[src/hdl/cbt_pkg.sv]
package cbt_pkg;

    typedef struct packed {
        logic signed [15:0] pos_x;
        logic signed [15:0] pos_y;
        logic [11:0]        stroke_width;
        logic [7:0]         red;
        logic [7:0]         green;
        logic [7:0]         blue;
        logic [7:0]         alpha;
        logic [15:0]        tex_coord;
        logic               path_end;
    } point_t;

    typedef struct packed {
        logic signed [15:0] out_x;
        logic signed [15:0] out_y;
        logic [11:0]        out_width;
        logic [7:0]         out_red;
        logic [7:0]         out_green;
        logic [7:0]         out_blue;
        logic [7:0]         out_alpha;
        logic [15:0]        out_tex;
        logic               run_last;
        logic               path_done;
    } result_t;

    // one control point: x, y (offset binary), width, r, g, b, a, tex
    typedef logic [7:0][15:0] slot_t;

    localparam int NUM_LANES = 8;
    localparam int LANE_X    = 0;
    localparam int LANE_Y    = 1;
    localparam int LANE_W    = 2;
    localparam int LANE_R    = 3;
    localparam int LANE_G    = 4;
    localparam int LANE_B    = 5;
    localparam int LANE_A    = 6;
    localparam int LANE_T    = 7;

    localparam logic [11:0] STEP_RESET = 12'd80;
    localparam int          ADDR_W     = 3;
    localparam logic        REG_STEP   = 1'b0;

    localparam logic [4:0] CNT_ROOT = 5'd16;
    localparam logic [4:0] CNT_DIV  = 5'd16;

    // blend step, counted down
    localparam logic [4:0] BL_Q0 = 5'd5;
    localparam logic [4:0] BL_Q1 = 5'd4;
    localparam logic [4:0] BL_Q2 = 5'd3;
    localparam logic [4:0] BL_R0 = 5'd2;
    localparam logic [4:0] BL_R1 = 5'd1;
    localparam logic [4:0] BL_F  = 5'd0;

    typedef enum logic [3:0] {
        S_IDLE,
        S_ANCHOR,
        S_CHECK,
        S_FILL,
        S_DIFF,
        S_SQUARE,
        S_SQRT,
        S_LEN,
        S_DIVQ,
        S_SEGS,
        S_DIVT,
        S_TINIT,
        S_NEXT,
        S_BLEND,
        S_POINT,
        S_END
    } state_t;

    typedef enum logic [3:0] {
        OP_NONE,
        OP_CAPTURE,
        OP_ANCHOR,
        OP_FILL,
        OP_DIFF,
        OP_SQUARE,
        OP_SQRT_STEP,
        OP_DIVQ_INIT,
        OP_DIV_STEP,
        OP_SEGS,
        OP_TINIT,
        OP_NEXT,
        OP_BLEND,
        OP_POINT,
        OP_END
    } op_t;

    typedef struct packed {
        op_t op;
    } cmd_t;

    typedef struct packed {
        logic started;
        logic seg_due;
        logic cnt_last;
        logic last_point;
        logic out_free;
    } stat_t;

endpackage

[src/hdl/cbt_ctrl.sv]
module cbt_ctrl
    import cbt_pkg::*;
(
    input  logic  clk,
    input  logic  rst_n,
    input  logic  point_valid,
    input  stat_t stat,
    output cmd_t  cmd,
    output logic  point_stall
);

    state_t state_reg;
    state_t state_next;

    always_ff @(posedge clk or negedge rst_n)
    begin
        if (!rst_n)
        begin
            state_reg <= S_IDLE;
        end
        else
        begin
            state_reg <= state_next;
        end
    end

    always_comb
    begin
        state_next = state_reg;
        case (state_reg)
            S_IDLE:
            begin
                if (point_valid)
                begin
                    state_next = stat.started ? S_CHECK : S_ANCHOR;
                end
            end
            S_ANCHOR:
            begin
                if (stat.out_free)
                begin
                    state_next = S_IDLE;
                end
            end
            S_CHECK:  state_next = stat.seg_due ? S_FILL : S_IDLE;
            S_FILL:   state_next = S_DIFF;
            S_DIFF:   state_next = S_SQUARE;
            S_SQUARE: state_next = S_SQRT;
            S_SQRT:
            begin
                if (stat.cnt_last)
                begin
                    state_next = S_LEN;
                end
            end
            S_LEN:    state_next = S_DIVQ;
            S_DIVQ:
            begin
                if (stat.cnt_last)
                begin
                    state_next = S_SEGS;
                end
            end
            S_SEGS:   state_next = S_DIVT;
            S_DIVT:
            begin
                if (stat.cnt_last)
                begin
                    state_next = S_TINIT;
                end
            end
            S_TINIT:  state_next = S_NEXT;
            S_NEXT:   state_next = stat.last_point ? S_END : S_BLEND;
            S_BLEND:
            begin
                if (stat.cnt_last)
                begin
                    state_next = S_POINT;
                end
            end
            S_POINT:
            begin
                if (stat.out_free)
                begin
                    state_next = S_NEXT;
                end
            end
            S_END:
            begin
                if (stat.out_free)
                begin
                    state_next = S_IDLE;
                end
            end
            default:  state_next = S_IDLE;
        endcase
    end

    always_comb
    begin
        cmd.op      = OP_NONE;
        point_stall = (state_reg != S_IDLE);
        case (state_reg)
            S_IDLE:   cmd.op = point_valid ? OP_CAPTURE : OP_NONE;
            S_ANCHOR: cmd.op = stat.out_free ? OP_ANCHOR : OP_NONE;
            S_FILL:   cmd.op = OP_FILL;
            S_DIFF:   cmd.op = OP_DIFF;
            S_SQUARE: cmd.op = OP_SQUARE;
            S_SQRT:   cmd.op = OP_SQRT_STEP;
            S_LEN:    cmd.op = OP_DIVQ_INIT;
            S_DIVQ:   cmd.op = OP_DIV_STEP;
            S_SEGS:   cmd.op = OP_SEGS;
            S_DIVT:   cmd.op = OP_DIV_STEP;
            S_TINIT:  cmd.op = OP_TINIT;
            S_NEXT:   cmd.op = stat.last_point ? OP_NONE : OP_NEXT;
            S_BLEND:  cmd.op = OP_BLEND;
            S_POINT:  cmd.op = stat.out_free ? OP_POINT : OP_NONE;
            S_END:    cmd.op = stat.out_free ? OP_END : OP_NONE;
            default:  cmd.op = OP_NONE;
        endcase
    end

endmodule

[config.mk]
export PLATFORM = sky130hd
export DESIGN_NAME = cbt_ctrl
export DESIGN_NICKNAME = d
export VERILOG_FILES = /design/src/hdl/cbt_pkg.sv /design/src/hdl/cbt_ctrl.sv
export SDC_FILE = /design/constraint.sdc
export NUM_CORES = 1
export LEC_CHECK = 0
export ABC_AREA = 1
export BUFFER_PORTS_ARGS = -buffer_cell sky130_fd_sc_hd__buf_2
export CAP_MARGIN = 0
export CORE_AREA = 2 2 39 41
export CTS_CLUSTER_SIZE = 30
export DETAILED_ROUTE_END_ITERATION = 16
export DIE_AREA = 0 0 41 43
export GPL_TIMING_DRIVEN = 0
export SYNTH_ARGS = -nofsm -noshare
export SYNTH_HDL_FRONTEND = slang
export SYNTH_SLANG_ARGS = --single-unit
[constraint.sdc]
create_clock -name clk -period 1.3 [get_ports clk]
set_input_delay 0.325 -clock clk [delete_from_list [all_inputs] [get_ports clk]]
set_output_delay 0.325 -clock clk [all_outputs]
set_load 0.02 [all_outputs]
Word level (Yosys, flattened, before mapping)
Cells that the tools add are included.
- flip-flop bits (word level): 4
- RAM bits: 0
- memories: 0
- word-level logic and storage cells: 45
- ROM bits: 0
- bits in latches: 0
- $lt $le $gt $ge: 0
- equality and inequality tests: 22
- multiplexer cells: 17
- $add $sub $neg: 0
- reductions and logical operators: 5
- divide/modulo/power cells: 0
- multiply operators: 0
- bitwise operators: 0
- shift operators: 0
- operator list (cell ; count):
    $pmux 4 s15 ; 1
    $pmux 4 s14 ; 1
    $mux 4 ; 10
    $eq 4x4->1 const B ; 8
    $eq 4x3->1 const B ; 4
    $ne 2x2->1 const B ; 6
    $eq 4x2->1 const B ; 2
    $mux 2 ; 4
    $reduce_and 7->1 ; 1
    $eq 4x1->1 const B ; 1
    $logic_not 4->1 ; 1
    $reduce_bool 4->1 ; 1
    $reduce_or 2->1 ; 2
    $ne 2x1->1 const B ; 1
    $mux 1 ; 1

Logic depth before layout (Yosys ltp)
- word-level depth: 4
- depth in mapped cells: 10
- depth with buffers taken out: 10

Worst setup path before layout
Ideal clock, no wire load.
- path type: register to output
- start: register state_reg[0]
- end: output cmd[0] in the netlist's numbering
- buffers on the path: 0
- cell stages (with the launch flop): 6
- path slack: -151 ps
- required time: 975 ps
- data arrival time: 1126 ps
- cell sequence: dfrtp_1 -> nor2_2 -> nand2_2 -> inv_1 -> nand2_1 -> nand4_1
- RTL lines (what ; line ; text):
    start, declared ; cbt_ctrl.sv:12 ; state_t state_reg;
    start signal, assigned ; cbt_ctrl.sv:23 ; state_reg <= state_next;
    end, declared ; cbt_ctrl.sv:8 ; output cmd_t cmd,

==> impl_results.md <==
- Status: finished, violations left
- Failing checks: negative setup slack
- Worst slew pin tran: 0.206 ns
- Total vias in the final route: 802
- Latest clock arrival within the worst-skew pair: 0.23 ns
- Initial Util: 0.384
- Max VDD drop: 1490 uV
- Number of synthesis warnings: 0
- Data required time of the critical path: 0.98 ns
- Leading cell types in the layout, fill and taps excluded: 38 x nand2_1, 19 x buf_4, 10 x nand2_2, 10 x nand3_1
- Startpoint-to-endpoint class of the critical path: flip-flop to output pin
- Number of distinct library cell variants in the gate-level netlist after synthesis: 16
- Share of total power in the clock network: 0.078
- CTS clock-pin slew for the worst setup and hold paths: 0.04 ns
- Arrival time of the worst setup path: 1.50 ns
- Post-route setup TNS: -2.95 ns
- Final Net Count: 151
- Final-report max-slew violation count: 0
- Pin count of the biggest net entering global routing: 9
- Unrepaired setup endpoints after global routing: yes
- 1st-pass router iterations: 4
- Area of all placed cells without fillers: 943 um^2
- Root buffer cell: clkbuf_4
- Clock tree from TritonCTS: yes
- Routability Congestion: 0.759
- Flip-flop and latch count after synthesis: 4
- Worst R2R Start: state_reg[3]
- Class of the tightest hold or removal check: primary input to asynchronous set/reset pin
- Post-synthesis instance total: 104
- # clock sinks: 4
- Vertical extent of the die: 43 um
- Wire length of the first global-routing pass: 2860 um
- Starting DRT DRC Count: 8
- Fraction of layout instances using a drive strength above 1: 0.507
- Total overflow reported by the global router: 0
- FF+latch area: 105 um^2
- Hold violation total from the final report: 0
- Initial antenna violation count: 0
- Yosys top cell area share: 0.332
- Mapped Nets: 112
- Number of fill cells: 109
- Instance area at placement: 638 um^2
- Fraction of the cycle the final worst path needs: 1.40
- TritonCTS buffer count: 3
- Leakage component of the power: 0.000542 uW
- Die Wd: 41 um
- Num ports: 13
- Worst setup endpoint: cmd[0]
- Number of port buffers: 12
- CP startpoint: state_reg[1]
- Maximum number of buffers from clock root to sink: 2
- DP Wirelength: 1030 um
- Vias per inst: 5.08
- Number of diodes: 0
- WL final: 1890 um
- Die area: 1760 um^2
- Crit start category: flip-flop
- Clock period minus worst slack: 1.82 ns
- Maximum clock rate: 549 MHz
- # DRC: 0
- Endpoint class of the critical path: output pin
- Area of the placeable core: 1380 um^2
- Share of the core filled with cells: 0.682
- Clock skew after layout: 0.00280 ns
- Worst Reg2Reg Path Length in Cells: 12
- DR WL/cell: 12.0 um
- FP Rows: 14
- Yosys top cell by area: nand2_1
- Most area-consuming cells after synthesis: nand2_1 33%, dfrtp_1 19%, inv_1 11%
- P per Cell Area: 2280 nW/um^2
- Synthesized area: 532 um^2
- Switching share of power: 0.499
- Synth Area per Inst: 5.11 um^2
- Final-report setup violation count: 9
- Logic pwr share: 0.768
- Part of the total power dissipated in sequential elements: 0.154
- Via count of the first global-routing pass: 749
- Total routing resource utilization after global routing: 0.231
- Reg2reg setup slack: -0.34 ns
- Most common cell after layout, fill and taps aside: nand2_1
- Final critical-path setup slack: -0.522 ns
- Count of maximum capacitance violations: 0
- Pint: 1080 uW
- Switching power: 1070 uW
- Post-detailed-route count of antenna-violating nets: 0
- Number of flip-flops in the largest register: 4
- Level count of the clock H-tree: 1
- Layout overhead on the synthesized area: 77.4%
- Sequential area share after synthesis: 0.188
- Tightest slew margin relative to the limit: 0.862
- Crit Path Max Fanout: 6
- Worst flop-to-flop path endpoint: state_reg[3]
- Area taken by multi-input logic gates: 463 um^2
## worst max-delay path, stage by stage (launching register included)
cell     delay [ns]
dfrtp_2        0.47
nand2_2        0.12
inv_2          0.06
nand2_2        0.08
nand2_2        0.05
nor3_2         0.19
nand4_1        0.13
buf_6          0.16
## worst min path at each step
stage / startpoint / to / slack (ns) / depth (start not counted)
2_1_floorplan: rst_n / state_reg[0] / 0.03 / 0
3_3_place_gp: rst_n / state_reg[3] / 0.13 / 1
3_5_place_dp: rst_n / state_reg[3] / 0.13 / 1
4_1_cts: rst_n / state_reg[1] / 0.41 / 2
5_1_grt: rst_n / state_reg[1] / 0.44 / 2
6_report: rst_n / state_reg[1] / 0.42 / 2
## synthesized netlist by cell type (all sizes together)
| cell type | instances |
|---|---|
| nor3 | 1 |
| nand3b | 1 |
| a21boi | 1 |
| o2111ai | 1 |
| o21ai | 2 |
| nand2 | 50 |
| inv | 16 |
| nand3 | 10 |
| nand4 | 1 |
| nor2 | 16 |
| or2 | 1 |
| dfrtp | 4 |
## per-layer routing
| layer | routed length, um | share of wire | GRT usage |
|---|---|---|---|
| met1 | 753 | 0.40 | 0.244 |
| met2 | 1070 | 0.56 | 0.419 |
| met3 | 41 | 0.022 | 0.00524 |
| met4 | 30 | 0.016 | 0.127 |
| met5 | 0 | 0 | 0 |
## through the flow
stage               power, uW  setup WS [ns]  hold slack [ns]  instances
floorplan                1090         -0.123           0.0294        104
global placement         1340         -0.266            0.131        132
detailed placement       1350         -0.277            0.130        132
CTS                      1940         -0.461            0.405        151
global route             2330         -0.557            0.440        158
finish                   2150         -0.522            0.421        158
## cell families (layout without fill, tap and decap cells)
group / Yosys count / in the layout / synth area share
DFF: 4 / 4 / 0.188
buffers and inverters: 16 / 54 / 0.113
and+or+nand+nor: 80 / 80 / 0.649
AOI/OAI and AO/OA: 4 / 4 / 0.0494
## repair_timing
action,4_1_cts,5_1_grt
gates resized for setup,27,12
hold buffers,1,0
endpoints found under the hold margin,4,0
setup endpoints to repair,9,9
buffers inserted,14,8
pin swaps,14,12
## power by group through the flow
stage          Sequential [uW]  Clock (uW)  Combinational [uW]
6_report                   332         167                1650
5_1_grt                    340         180                1810
4_1_cts                    316         177                1440
3_5_place_dp               301           0                1040
3_3_place_gp               297           0                1050
2_1_floorplan              280           0                 815
## layout make-up
class,instances,share of cell area
inverter,16,0.0663
clock buffer,4,0.0279
sequential,4,0.111
multi-input combinational,84,0.491
timing repair buffer,34,0.282
tap,16,0.0212
Note: power is estimated with default switching activity, not from simulation.
